$ cat src/rtl/core/assert_macros.svh
// ----------------------------------------------------------------------------
// Assertion macros
// Concurrent assertion wrappers, empty when synthesising.
// ----------------------------------------------------------------------------
`ifndef ASSERT_MACROS_SVH
`define ASSERT_MACROS_SVH

`ifndef SYNTHESIS

`define ASSERT_HOLDS(lbl, clk, rstn, expr) \
  lbl: assert property (@(posedge clk) disable iff (!rstn) (expr)) \
    else $error("invariant violated");

`define ASSERT_IMPLIES(lbl, clk, rstn, ante, cons) \
  lbl: assert property (@(posedge clk) disable iff (!rstn) (ante) |-> (cons)) \
    else $error("implication violated");

`else

`define ASSERT_HOLDS(lbl, clk, rstn, expr)

`define ASSERT_IMPLIES(lbl, clk, rstn, ante, cons)

`endif

`endif

$ cat src/rtl/core/fre_pkg.sv
// ----------------------------------------------------------------------------
// fre_pkg
// Shared types and constants of the framebuffer fill engine.
// ----------------------------------------------------------------------------
package fre_pkg;

  localparam logic [1:0] OP_PIXEL = 2'd0;
  localparam logic [1:0] OP_RECT  = 2'd1;
  localparam logic [1:0] OP_CLEAR = 2'd2;
  localparam logic [1:0] OP_TICK  = 2'd3;

  localparam int unsigned CFG_IDX_W = 3;
  localparam logic [CFG_IDX_W-1:0] CFG_FB_BASE   = 3'd0;
  localparam logic [CFG_IDX_W-1:0] CFG_SCR_WIDTH = 3'd1;
  localparam logic [CFG_IDX_W-1:0] CFG_SCR_HEIGHT = 3'd2;
  localparam logic [CFG_IDX_W-1:0] CFG_PITCH     = 3'd3;
  localparam logic [CFG_IDX_W-1:0] CFG_DEPTH     = 3'd4;

  localparam logic [5:0] DEPTH_32 = 6'd32;
  localparam logic [5:0] DEPTH_24 = 6'd24;

  typedef struct packed {
    logic [31:0] fb_base;
    logic [13:0] screen_width;
    logic [13:0] screen_height;
    logic [15:0] line_pitch;
    logic [5:0]  pixel_depth;
  } cfg_t;

  typedef struct packed {
    logic        linear;
    logic [13:0] col;
    logic [13:0] line;
    logic [27:0] pos;
    logic [31:0] color;
    logic        last;
  } qent_t;

endpackage

$ cat src/rtl/core/fre_front.sv
// ----------------------------------------------------------------------------
// fre_front
// Takes command and tick words, loads the walk counters and issues one
// queue entry per tick while a command is running.
// ----------------------------------------------------------------------------
module fre_front (
  input  logic                clk,
  input  logic                rst_n,
  input  fre_pkg::cfg_t       cfg,
  input  logic                in_acc,
  input  logic [1:0]          in_op,
  input  logic [12:0]         in_pos_x,
  input  logic [12:0]         in_pos_y,
  input  logic [13:0]         in_rect_w,
  input  logic [13:0]         in_rect_h,
  input  logic [31:0]         in_fill_color,
  output logic                push,
  output fre_pkg::qent_t      push_entry,
  output logic                active
);

  logic        active_r, active_nxt;
  logic        linear_r, linear_nxt;
  logic [13:0] col_r, col_nxt;
  logic [13:0] line_r, line_nxt;
  logic [13:0] first_col_r, first_col_nxt;
  logic [13:0] end_col_r, end_col_nxt;
  logic [13:0] end_line_r, end_line_nxt;
  logic [27:0] count_r, count_nxt;
  logic [27:0] pos_r, pos_nxt;
  logic [31:0] color_r, color_nxt;

  logic [13:0] ld_x, ld_y, ld_w, ld_h;
  logic [14:0] sum_x, sum_y;
  logic [13:0] clip_w, clip_h;
  logic        rect_ok, cmd_linear, fb_on;
  logic [27:0] lin_total;
  logic [14:0] next_col, next_line;
  logic        col_wrap, line_done, lin_last, tick_last;

  always_comb begin
    ld_x = '0;
    ld_y = '0;
    ld_w = 14'd1;
    ld_h = 14'd1;
    unique case (in_op)
      fre_pkg::OP_PIXEL: begin
        ld_x = {1'b0, in_pos_x};
        ld_y = {1'b0, in_pos_y};
      end
      fre_pkg::OP_RECT: begin
        ld_x = {1'b0, in_pos_x};
        ld_y = {1'b0, in_pos_y};
        ld_w = in_rect_w;
        ld_h = in_rect_h;
      end
      fre_pkg::OP_CLEAR: begin
        ld_w = cfg.screen_width;
        ld_h = cfg.screen_height;
      end
      default: ;
    endcase
  end

  assign fb_on      = cfg.fb_base != 32'd0;
  assign sum_x      = {1'b0, ld_x} + {1'b0, ld_w};
  assign sum_y      = {1'b0, ld_y} + {1'b0, ld_h};
  assign clip_w     = (sum_x > {1'b0, cfg.screen_width}) ? (cfg.screen_width - ld_x) : ld_w;
  assign clip_h     = (sum_y > {1'b0, cfg.screen_height}) ? (cfg.screen_height - ld_y) : ld_h;
  assign rect_ok    = fb_on && (ld_x < cfg.screen_width) && (ld_y < cfg.screen_height) &&
                      (clip_w != 14'd0) && (clip_h != 14'd0);
  assign cmd_linear = (in_op == fre_pkg::OP_CLEAR) && (cfg.pixel_depth == fre_pkg::DEPTH_32);
  assign lin_total  = 28'(cfg.screen_width) * 28'(cfg.screen_height);

  assign next_col  = {1'b0, col_r} + 15'd1;
  assign next_line = {1'b0, line_r} + 15'd1;
  assign col_wrap  = next_col >= {1'b0, end_col_r};
  assign line_done = col_wrap && (next_line >= {1'b0, end_line_r});
  assign lin_last  = count_r == 28'd1;
  assign tick_last = linear_r ? lin_last : line_done;

  always_comb begin
    active_nxt    = active_r;
    linear_nxt    = linear_r;
    col_nxt       = col_r;
    line_nxt      = line_r;
    first_col_nxt = first_col_r;
    end_col_nxt   = end_col_r;
    end_line_nxt  = end_line_r;
    count_nxt     = count_r;
    pos_nxt       = pos_r;
    color_nxt     = color_r;
    push          = 1'b0;
    if (in_acc && (in_op != fre_pkg::OP_TICK) && !active_r) begin
      color_nxt = in_fill_color;
      if (cmd_linear) begin
        if (fb_on) begin
          linear_nxt = 1'b1;
          count_nxt  = lin_total;
          pos_nxt    = '0;
          active_nxt = lin_total != 28'd0;
        end
      end else if (rect_ok) begin
        linear_nxt    = 1'b0;
        first_col_nxt = ld_x;
        col_nxt       = ld_x;
        line_nxt      = ld_y;
        end_col_nxt   = 14'(ld_x + clip_w);
        end_line_nxt  = 14'(ld_y + clip_h);
        active_nxt    = 1'b1;
      end
    end else if (in_acc && (in_op == fre_pkg::OP_TICK) && active_r) begin
      push = 1'b1;
      if (linear_r) begin
        pos_nxt   = pos_r + 28'd1;
        count_nxt = count_r - 28'd1;
        if (lin_last) begin
          active_nxt = 1'b0;
        end
      end else if (col_wrap) begin
        col_nxt  = first_col_r;
        line_nxt = next_line[13:0];
        if (line_done) begin
          active_nxt = 1'b0;
        end
      end else begin
        col_nxt = next_col[13:0];
      end
    end
  end

  always_ff @(posedge clk) begin
    if (!rst_n) begin
      active_r    <= 1'b0;
      linear_r    <= 1'b0;
      col_r       <= '0;
      line_r      <= '0;
      first_col_r <= '0;
      end_col_r   <= '0;
      end_line_r  <= '0;
      count_r     <= '0;
      pos_r       <= '0;
      color_r     <= '0;
    end else begin
      active_r    <= active_nxt;
      linear_r    <= linear_nxt;
      col_r       <= col_nxt;
      line_r      <= line_nxt;
      first_col_r <= first_col_nxt;
      end_col_r   <= end_col_nxt;
      end_line_r  <= end_line_nxt;
      count_r     <= count_nxt;
      pos_r       <= pos_nxt;
      color_r     <= color_nxt;
    end
  end

  always_comb begin
    push_entry.linear = linear_r;
    push_entry.col    = col_r;
    push_entry.line   = line_r;
    push_entry.pos    = pos_r;
    push_entry.color  = color_r;
    push_entry.last   = tick_last;
  end

  assign active = active_r;

endmodule

$ cat src/rtl/core/fre_queue.sv
// ----------------------------------------------------------------------------
// fre_queue
// Small first-in first-out buffer between the front and the back end.
// ----------------------------------------------------------------------------
module fre_queue #(
  parameter int unsigned DEPTH = 4
) (
  input  logic            clk,
  input  logic            rst_n,
  input  logic            push,
  input  fre_pkg::qent_t  push_data,
  input  logic            pop,
  output fre_pkg::qent_t  pop_data,
  output logic            not_empty,
  output logic            full
);

  localparam int unsigned PTR_W = $clog2(DEPTH);
  localparam int unsigned CNT_W = $clog2(DEPTH + 1);

  fre_pkg::qent_t   slot_r [DEPTH];
  logic [PTR_W-1:0] wr_ptr_r, wr_ptr_nxt;
  logic [PTR_W-1:0] rd_ptr_r, rd_ptr_nxt;
  logic [CNT_W-1:0] count_r, count_nxt;
  logic             do_push, do_pop;

  assign full      = count_r == CNT_W'(DEPTH);
  assign not_empty = count_r != '0;
  assign do_push   = push && !full;
  assign do_pop    = pop && not_empty;

  always_comb begin
    wr_ptr_nxt = wr_ptr_r;
    rd_ptr_nxt = rd_ptr_r;
    count_nxt  = count_r;
    if (do_push) begin
      wr_ptr_nxt = (wr_ptr_r == PTR_W'(DEPTH - 1)) ? '0 : wr_ptr_r + 1'b1;
    end
    if (do_pop) begin
      rd_ptr_nxt = (rd_ptr_r == PTR_W'(DEPTH - 1)) ? '0 : rd_ptr_r + 1'b1;
    end
    case ({do_push, do_pop})
      2'b10:   count_nxt = count_r + 1'b1;
      2'b01:   count_nxt = count_r - 1'b1;
      default: count_nxt = count_r;
    endcase
  end

  always_ff @(posedge clk) begin
    if (!rst_n) begin
      wr_ptr_r <= '0;
      rd_ptr_r <= '0;
      count_r  <= '0;
    end else begin
      wr_ptr_r <= wr_ptr_nxt;
      rd_ptr_r <= rd_ptr_nxt;
      count_r  <= count_nxt;
    end
  end

  always_ff @(posedge clk) begin
    if (do_push) begin
      slot_r[wr_ptr_r] <= push_data;
    end
  end

  assign pop_data = slot_r[rd_ptr_r];

endmodule

$ cat src/rtl/core/fre_back.sv
// ----------------------------------------------------------------------------
// fre_back
// Address pipeline: forms offsets and bounds, checks the pixel and drives
// the write word from an output register.
// ----------------------------------------------------------------------------
module fre_back (
  input  logic            clk,
  input  logic            rst_n,
  input  fre_pkg::cfg_t   cfg,
  input  logic            q_not_empty,
  input  fre_pkg::qent_t  q_entry,
  output logic            q_pop,
  output logic            out_valid,
  input  logic            out_stall,
  output logic            out_write_valid,
  output logic [32:0]     out_write_addr,
  output logic [31:0]     out_write_data,
  output logic            out_write_size,
  output logic            out_write_last,
  output logic            out_busy_res
);

  typedef struct packed {
    logic        linear;
    logic        lin_ok;
    logic [32:0] lin_addr;
    logic        in_scr;
    logic [31:0] base;
    logic [29:0] line_off;
    logic [16:0] col_off;
    logic [29:0] lim;
    logic [2:0]  bpp;
    logic        is32;
    logic        is24;
    logic [31:0] color;
    logic        last;
  } s1_t;

  logic        s1_v_r, s1_v_nxt;
  s1_t         s1_r, s1_nxt;
  logic        out_v_r, out_v_nxt;
  logic        wv_r, wv_nxt;
  logic [32:0] wa_r, wa_nxt;
  logic [31:0] wd_r, wd_nxt;
  logic        ws_r, ws_nxt;
  logic        wl_r, wl_nxt;

  logic        out_ready, s1_ready;
  logic [30:0] idx;
  logic [31:0] idx_end;
  logic        fits, walk_ok;
  logic [32:0] walk_addr;

  assign out_ready = !out_v_r || !out_stall;
  assign s1_ready  = !s1_v_r || out_ready;
  assign q_pop     = q_not_empty && s1_ready;
  assign s1_v_nxt  = s1_ready ? q_not_empty : s1_v_r;
  assign out_v_nxt = out_ready ? s1_v_r : out_v_r;

  always_comb begin
    s1_nxt.linear   = q_entry.linear;
    s1_nxt.lin_ok   = cfg.fb_base != 32'd0;
    s1_nxt.lin_addr = {1'b0, cfg.fb_base} + {3'b000, q_entry.pos, 2'b00};
    s1_nxt.in_scr   = (cfg.fb_base != 32'd0) && (q_entry.col < cfg.screen_width) &&
                      (q_entry.line < cfg.screen_height);
    s1_nxt.base     = cfg.fb_base;
    s1_nxt.bpp      = cfg.pixel_depth[5:3];
    s1_nxt.line_off = 30'(q_entry.line) * 30'(cfg.line_pitch);
    s1_nxt.col_off  = 17'(q_entry.col) * 17'(cfg.pixel_depth[5:3]);
    s1_nxt.lim      = 30'(cfg.screen_height) * 30'(cfg.line_pitch);
    s1_nxt.is32     = cfg.pixel_depth == fre_pkg::DEPTH_32;
    s1_nxt.is24     = cfg.pixel_depth == fre_pkg::DEPTH_24;
    s1_nxt.color    = q_entry.color;
    s1_nxt.last     = q_entry.last;
  end

  assign idx       = {1'b0, s1_r.line_off} + {14'd0, s1_r.col_off};
  assign idx_end   = {1'b0, idx} + {29'd0, s1_r.bpp};
  assign fits      = ({1'b0, idx} < {2'b00, s1_r.lim}) && (idx_end <= {2'b00, s1_r.lim});
  assign walk_ok   = s1_r.in_scr && fits && (s1_r.is32 || s1_r.is24);
  assign walk_addr = {1'b0, s1_r.base} + {2'b00, idx};

  always_comb begin
    wv_nxt = 1'b0;
    wa_nxt = '0;
    wd_nxt = '0;
    ws_nxt = 1'b0;
    wl_nxt = s1_r.last;
    if (s1_r.linear) begin
      if (s1_r.lin_ok) begin
        wv_nxt = 1'b1;
        wa_nxt = s1_r.lin_addr;
        wd_nxt = s1_r.color;
      end
    end else if (walk_ok) begin
      wv_nxt = 1'b1;
      wa_nxt = walk_addr;
      wd_nxt = s1_r.is32 ? s1_r.color : {8'h00, s1_r.color[23:0]};
      ws_nxt = !s1_r.is32;
    end
  end

  always_ff @(posedge clk) begin
    if (!rst_n) begin
      s1_v_r  <= 1'b0;
      out_v_r <= 1'b0;
    end else begin
      s1_v_r  <= s1_v_nxt;
      out_v_r <= out_v_nxt;
    end
  end

  always_ff @(posedge clk) begin
    if (q_pop) begin
      s1_r <= s1_nxt;
    end
    if (out_ready && s1_v_r) begin
      wv_r <= wv_nxt;
      wa_r <= wa_nxt;
      wd_r <= wd_nxt;
      ws_r <= ws_nxt;
      wl_r <= wl_nxt;
    end
  end

  assign out_valid       = out_v_r;
  assign out_write_valid = wv_r;
  assign out_write_addr  = wa_r;
  assign out_write_data  = wd_r;
  assign out_write_size  = ws_r;
  assign out_write_last  = wl_r;
  assign out_busy_res    = !wl_r;

endmodule

$ cat src/rtl/core/framebuffer_rect_fill_engine.sv
// ----------------------------------------------------------------------------
// framebuffer_rect_fill_engine
// Top level of the framebuffer fill engine.
// ----------------------------------------------------------------------------
// Usage:
//   Input channel (in_valid / in_stall) carries command and tick words. A
//   pixel, rectangle or clear command is acted on only while no command runs;
//   it produces no output word. Each tick while a command runs produces one
//   output word describing a memory write (or a skipped pixel with
//   out_write_valid low and zeroed address, data and size).
//   Output channel (out_valid / out_stall) carries the write words;
//   out_write_last marks the final word of a command, out_busy_res is its
//   complement.
//   A tick's word passes the queue, the address stage and output register.
//   Throughput: one tick per cycle unless stalled (single multiply stage).
//   A FIFO_DEPTH entry queue sits between the counter front end and the
//   address pipeline; when the receiver stalls, the output register holds,
//   the pipeline and queue fill, and in_stall rises once the queue is full.
//   Configuration is written through cfg_we / cfg_index / cfg_wdata; the
//   user must write it only while idle, which the block does not enforce.
//   Reset zeroes the control and configuration registers; the engine idles.
// ----------------------------------------------------------------------------
module framebuffer_rect_fill_engine #(
  parameter int unsigned FIFO_DEPTH = 4
) (
  input  logic                           clk,
  input  logic                           rst_n,
  input  logic                           cfg_we,
  input  logic [fre_pkg::CFG_IDX_W-1:0]  cfg_index,
  input  logic [31:0]                    cfg_wdata,
  input  logic                           in_valid,
  output logic                           in_stall,
  input  logic [1:0]                     in_op,
  input  logic [12:0]                    in_pos_x,
  input  logic [12:0]                    in_pos_y,
  input  logic [13:0]                    in_rect_w,
  input  logic [13:0]                    in_rect_h,
  input  logic [31:0]                    in_fill_color,
  output logic                           out_valid,
  input  logic                           out_stall,
  output logic                           out_write_valid,
  output logic [32:0]                    out_write_addr,
  output logic [31:0]                    out_write_data,
  output logic                           out_write_size,
  output logic                           out_write_last,
  output logic                           out_busy_res
);

  `include "assert_macros.svh"

  fre_pkg::cfg_t  cfg_r, cfg_nxt;
  fre_pkg::qent_t push_entry, pop_entry;
  logic           in_acc, push, pop, q_not_empty, q_full, front_active;
  logic           skip_zero;

  always_comb begin
    cfg_nxt = cfg_r;
    if (cfg_we) begin
      unique case (cfg_index)
        fre_pkg::CFG_FB_BASE:    cfg_nxt.fb_base       = cfg_wdata;
        fre_pkg::CFG_SCR_WIDTH:  cfg_nxt.screen_width  = cfg_wdata[13:0];
        fre_pkg::CFG_SCR_HEIGHT: cfg_nxt.screen_height = cfg_wdata[13:0];
        fre_pkg::CFG_PITCH:      cfg_nxt.line_pitch    = cfg_wdata[15:0];
        fre_pkg::CFG_DEPTH:      cfg_nxt.pixel_depth   = cfg_wdata[5:0];
        default: ;
      endcase
    end
  end

  always_ff @(posedge clk) begin
    if (!rst_n) begin
      cfg_r <= '0;
    end else begin
      cfg_r <= cfg_nxt;
    end
  end

  assign in_stall = q_full;
  assign in_acc   = in_valid && !in_stall;

  fre_front u_front (
    .clk           (clk),
    .rst_n         (rst_n),
    .cfg           (cfg_r),
    .in_acc        (in_acc),
    .in_op         (in_op),
    .in_pos_x      (in_pos_x),
    .in_pos_y      (in_pos_y),
    .in_rect_w     (in_rect_w),
    .in_rect_h     (in_rect_h),
    .in_fill_color (in_fill_color),
    .push          (push),
    .push_entry    (push_entry),
    .active        (front_active)
  );

  fre_queue #(
    .DEPTH (FIFO_DEPTH)
  ) u_queue (
    .clk       (clk),
    .rst_n     (rst_n),
    .push      (push),
    .push_data (push_entry),
    .pop       (pop),
    .pop_data  (pop_entry),
    .not_empty (q_not_empty),
    .full      (q_full)
  );

  fre_back u_back (
    .clk             (clk),
    .rst_n           (rst_n),
    .cfg             (cfg_r),
    .q_not_empty     (q_not_empty),
    .q_entry         (pop_entry),
    .q_pop           (pop),
    .out_valid       (out_valid),
    .out_stall       (out_stall),
    .out_write_valid (out_write_valid),
    .out_write_addr  (out_write_addr),
    .out_write_data  (out_write_data),
    .out_write_size  (out_write_size),
    .out_write_last  (out_write_last),
    .out_busy_res    (out_busy_res)
  );

  assign skip_zero = (out_write_addr == 33'd0) && (out_write_data == 32'd0) &&
                     !out_write_size;

  `ASSERT_IMPLIES(a_push_needs_active, clk, rst_n, push, front_active)
  `ASSERT_IMPLIES(a_skip_zeroed, clk, rst_n, out_valid && !out_write_valid, skip_zero)
  `ASSERT_IMPLIES(a_three_byte_data, clk, rst_n, out_valid && out_write_valid && out_write_size, out_write_data[31:24] == 8'h00)

endmodule
$ cat config.mk
export PLATFORM = sky130hd
export DESIGN_NAME = framebuffer_rect_fill_engine
export DESIGN_NICKNAME = d
export VERILOG_FILES = /design/src/rtl/core/fre_pkg.sv /design/src/rtl/core/fre_front.sv /design/src/rtl/core/fre_queue.sv /design/src/rtl/core/fre_back.sv /design/src/rtl/core/framebuffer_rect_fill_engine.sv
export VERILOG_INCLUDE_DIRS = /design/src /design/src/rtl/core
export SDC_FILE = /design/constraint.sdc
export NUM_CORES = 2
export LEC_CHECK = 0
export BUFFER_PORTS_ARGS = -buffer_cell sky130_fd_sc_hd__buf_2
export CAP_MARGIN = 0
export CORE_UTILIZATION = 49
export CTS_CLUSTER_DIAMETER = 100
export DETAILED_ROUTE_END_ITERATION = 8
export PLACE_DENSITY = 0.65
export SLEW_MARGIN = 20
export SYNTH_ARGS = -nofsm -noshare
export SYNTH_HDL_FRONTEND = slang
export SYNTH_SLANG_ARGS = --single-unit
$ cat constraint.sdc
create_clock -name clk -period 37.5 [get_ports clk]
set_input_delay 7.5 -clock clk [delete_from_list [all_inputs] [get_ports clk]]
set_output_delay 7.5 -clock clk [all_outputs]
set_load 0.005 [all_outputs]
==> results.md <==
* Outcome: finished, violations left
* Failing checks: design-rule violations
* CTS H-Tree Depth at 3
* Period Utilization, post-route at about two fifths
* CTS tree: done
* GRT Resource Usage Total at approximately 28%
* Nets at 7863
* Synth Area per Inst at slightly above 10 um^2
* Depth of the worst register-to-register path at 33
* Headroom to the max-slew limit at 28.6%
* I/O pins at between 150 and 200
* Crit Path Max Fanout at 29
* Share of cells above drive strength 1 at under 10%
* Synth Flop Type: edfxtp_1
* CTS Hold Bufs at 0
* Vias per inst at approximately 5.7
* GPL Wtd Cong at roughly 0.95
* Crit-path max cell delay at roughly 0.72 ns
* Worst flop-to-flop path endpoint: u_front.end_line_r[13]$_SDFFE_PN0P_
* Grt total ovfl at 0
* Number of I/O port buffers at ~200
* Routed Antenna Nets at 0
* Layout Utilization at 54.0%
* Clk sinks at approximately 860
* Total Neg Setup Slack at 0 ns
* Yosys reg bits at ~860
* Number of synthesized flops with an enable pin at around 610
* Leakage at ~31 nW
* Register area share after synthesis at 35.3%
* Net switching power at between 1 and 1.5 mW
* Filler cell count at between 10000 and 15000
* Hold Startpoint: cfg_r[50]$_SDFFE_PN0P_
* Clock period minus worst slack at between 15 and 20 ns
* P&R area growth vs syn at 9.19%
* Final number of max-transition violations at 0
* Synth Cell Area at roughly 66000 um^2
* Row count at 134
* Distinct cells, synth at just over 100
* Skew-Pair Late Insertion Delay at 0.72 ns
* Most common library cell in the layout ignoring fill and taps: nand2_1
* Die height at around 370 um
* Slowest cell on the critical path: a2111oi_0
* Placeable Area at between 100000 and 150000 um^2
* Register-to-register setup slack at 29.41 ns
* Fmax at roughly 64 MHz
* Die Area at about 140000 um^2
* Critical path class: in2reg
* Routed via count at slightly below 50000
* DRC Markers at 18
* CTS Buf Count at 95
* Startpoint types: primary input
* Worst Setup End Kind: flip-flop
* Final setup viols at 0
* First-pass GRT wire length at slightly below 300 mm
* Post-CTS Resized at 0
* Sequential Power Share at about a third
* Pre-CTS WS at approximately 21 ns
* Post-DP HPWL at around 140 mm
* Pwr/cell area at between 50 and 60 nW/um^2
* Postcts setup bufs at 0
* Maximum clock path buffer count at 3
* Worst EP arrival at between 15 and 20 ns
* Tightest Pin Transition at 1.07 ns
* Die width at between 300 and 400 um
* Iter 0 DRT Violations at between 3000 and 4000
* Final hold violations at 0
* Placed Cells incl. Taps at around 8300
* Post-synthesis async set-or-reset flop share at 0%
* Clk slew on worst S/H paths at about 0.06 ns
* Final worst slack at between 20 and 25 ns
* End of the critical path: u_front.end_line_r[13]$_SDFFE_PN0P_
* Clk_skew at roughly 0.045 ns
* Largest net degree at the start of global routing at between 80 and 90
* Switching share of power at about two fifths
* Peak VDD IR at approximately 0.052 mV
* Antenna violations before repair at 13
* Final wirelength at roughly 190 mm
* Synthesized Nets at between 7000 and 8000
* Most used cells in the layout excluding fill and tap cells: nand2_1, inv_1, ha_1, edfxtp_1, fa_1
* CP Launch Point: in_op[1]
* WL per Instance at 22.4 um
* Mapped Cells at 6532
* CTS Root Cell: clkbuf_16
* Hold Crit Class: reg2reg
* Worst EP required at between 30 and 40 ns
* Comb pwr share at roughly two fifths
* Drt pass-1 iters at 7
* Number of global-route vias before repair at 49700
* Syn. warnings at 0
* Unrepaired setup endpoints after global routing: no
* Pint at around 2.4 mW
* Max_cap viols at 0
* Non-Filler Instances at around 8500
* Worst r2r src: cfg_r[23]$_SDFFE_PN0P_
* CP most frequent cell: a21oi_1
* Clock Power Share at 25.2%
* Initial Util at between 40% and 50%
cells in the mapped netlist, types with 56 or more instances:
cell / n / area [um^2]
nand2_1: 927 / 3480
nand3_1: 121 / 606
nor3_1: 76 / 380
xnor2_1: 191 / 1670
clkbuf_1: 217 / 815
mux4_2: 90 / 2030
nor2b_1: 56 / 350
nor2_1: 375 / 1410
xor2_1: 102 / 893
a21o_1: 113 / 848
o21ai_0: 223 / 1120
mux2i_1: 62 / 621
inv_1: 745 / 2800
edfxtp_1: 609 / 18300
fa_1: 495 / 9910
ha_1: 609 / 7620
a21oi_1: 370 / 1850
and2_1: 205 / 1280
dfxtp_1: 252 / 5040
stage by stage:
step                hold WS, ns  area (um^2)  power, mW
floorplan                 0.400        66100       2.48
global placement          0.415        68900       2.87
detailed placement        0.433        68900       2.90
CTS                       0.457        72200       3.89
global route              0.471        72200       4.12
finish                    0.456        72200       3.88
state kept, by name, summed over array words and instances, names as in the netlist, 2 cells and up, named ones only:
name and count:
cfg_r 82, u_front.pos_r 28, u_front.end_line_r 14, u_back.out_write_data 32, u_front.color_r 32, u_back.s1_r 180, u_queue.slot_r 360, u_queue.wr_ptr_r 2
u_front.line_r 14, u_front.end_col_r 14, u_queue.rd_ptr_r 2, u_front.count_r 28, u_back.out_write_addr 33, u_front.col_r 14, u_front.first_col_r 13, u_queue.count_r 3
cells by family (layout without fill, tap and decap cells):
logic type | count (synthesis) | after routing | synth area share [%]
AOI/OAI and AO/OA | 1088 | 1088 | 10.4
and+or+nand+nor | 2005 | 2005 | 13.9
DFF | 861 | 861 | 35.3
muxes | 154 | 154 | 4.04
other | 0 | 6 | 0
xor gates and xnor gates | 295 | 295 | 3.93
buffers and inverters | 1025 | 1206 | 5.93
adders and majority gates | 1104 | 1104 | 26.5
power by group through the flow:
stage	logic (mW)	registers (mW)	clock network (mW)
3_5_place_dp	1.59	1.31	0
4_1_cts	1.60	1.29	0.996
2_1_floorplan	1.18	1.31	0
5_1_grt	1.78	1.30	1.03
6_report	1.62	1.29	0.981
3_3_place_gp	1.57	1.30	0
how the worst min path moves through the flow:
stage,end,slack [ns],cells past startpoint
6_report,u_back.s1_r[115]$_DFFE_PP_,0.46,0
5_1_grt,u_back.out_write_last$_DFFE_PP_,0.47,0
4_1_cts,u_back.s1_r[115]$_DFFE_PP_,0.46,0
3_5_place_dp,u_back.out_write_last$_DFFE_PP_,0.43,0
3_3_place_gp,u_back.out_write_last$_DFFE_PP_,0.42,0
2_1_floorplan,u_back.out_write_last$_DFFE_PP_,0.40,0
layout make-up:
| class | count | area (um^2) | area share (%) |
|---|---|---|---|
| timing repair buffer | 271 | 1540 | 2.13 |
| inverter | 756 | 2840 | 3.94 |
| tap | 1768 | 2210 | 3.06 |
| sequential | 861 | 23300 | 32.3 |
| clock buffer | 125 | 2620 | 3.63 |
| antenna | 6 | 15.0 | 0.0208 |
| clock inverter | 54 | 686 | 0.949 |
| multi-input combinational | 4646 | 39000 | 53.9 |
worst max-delay path, delay by kind of cell:
kind / cells / cell delay [ns]
xor+xnor: 2 / 0.28
compound gates: 22 / 4.96
fa+ha+maj: 4 / 0.96
simple gates: 6 / 1.74
buf+inv: 4 / 0.74
layer usage:
layer / track usage (%) / routed length (um) / share of wire [%] / vias to the layer above
met5: 0.534 / 151 / 0.079 / -
met4: 10.2 / 7630 / 4.0 / 13
met3: 5.02 / 13400 / 7.1 / 398
met2: 46.9 / 90000 / 47 / 1595
met1: 36.5 / 78700 / 41 / 24100
li1: - / - / - / 22500
(Power assumes the default switching activity.)
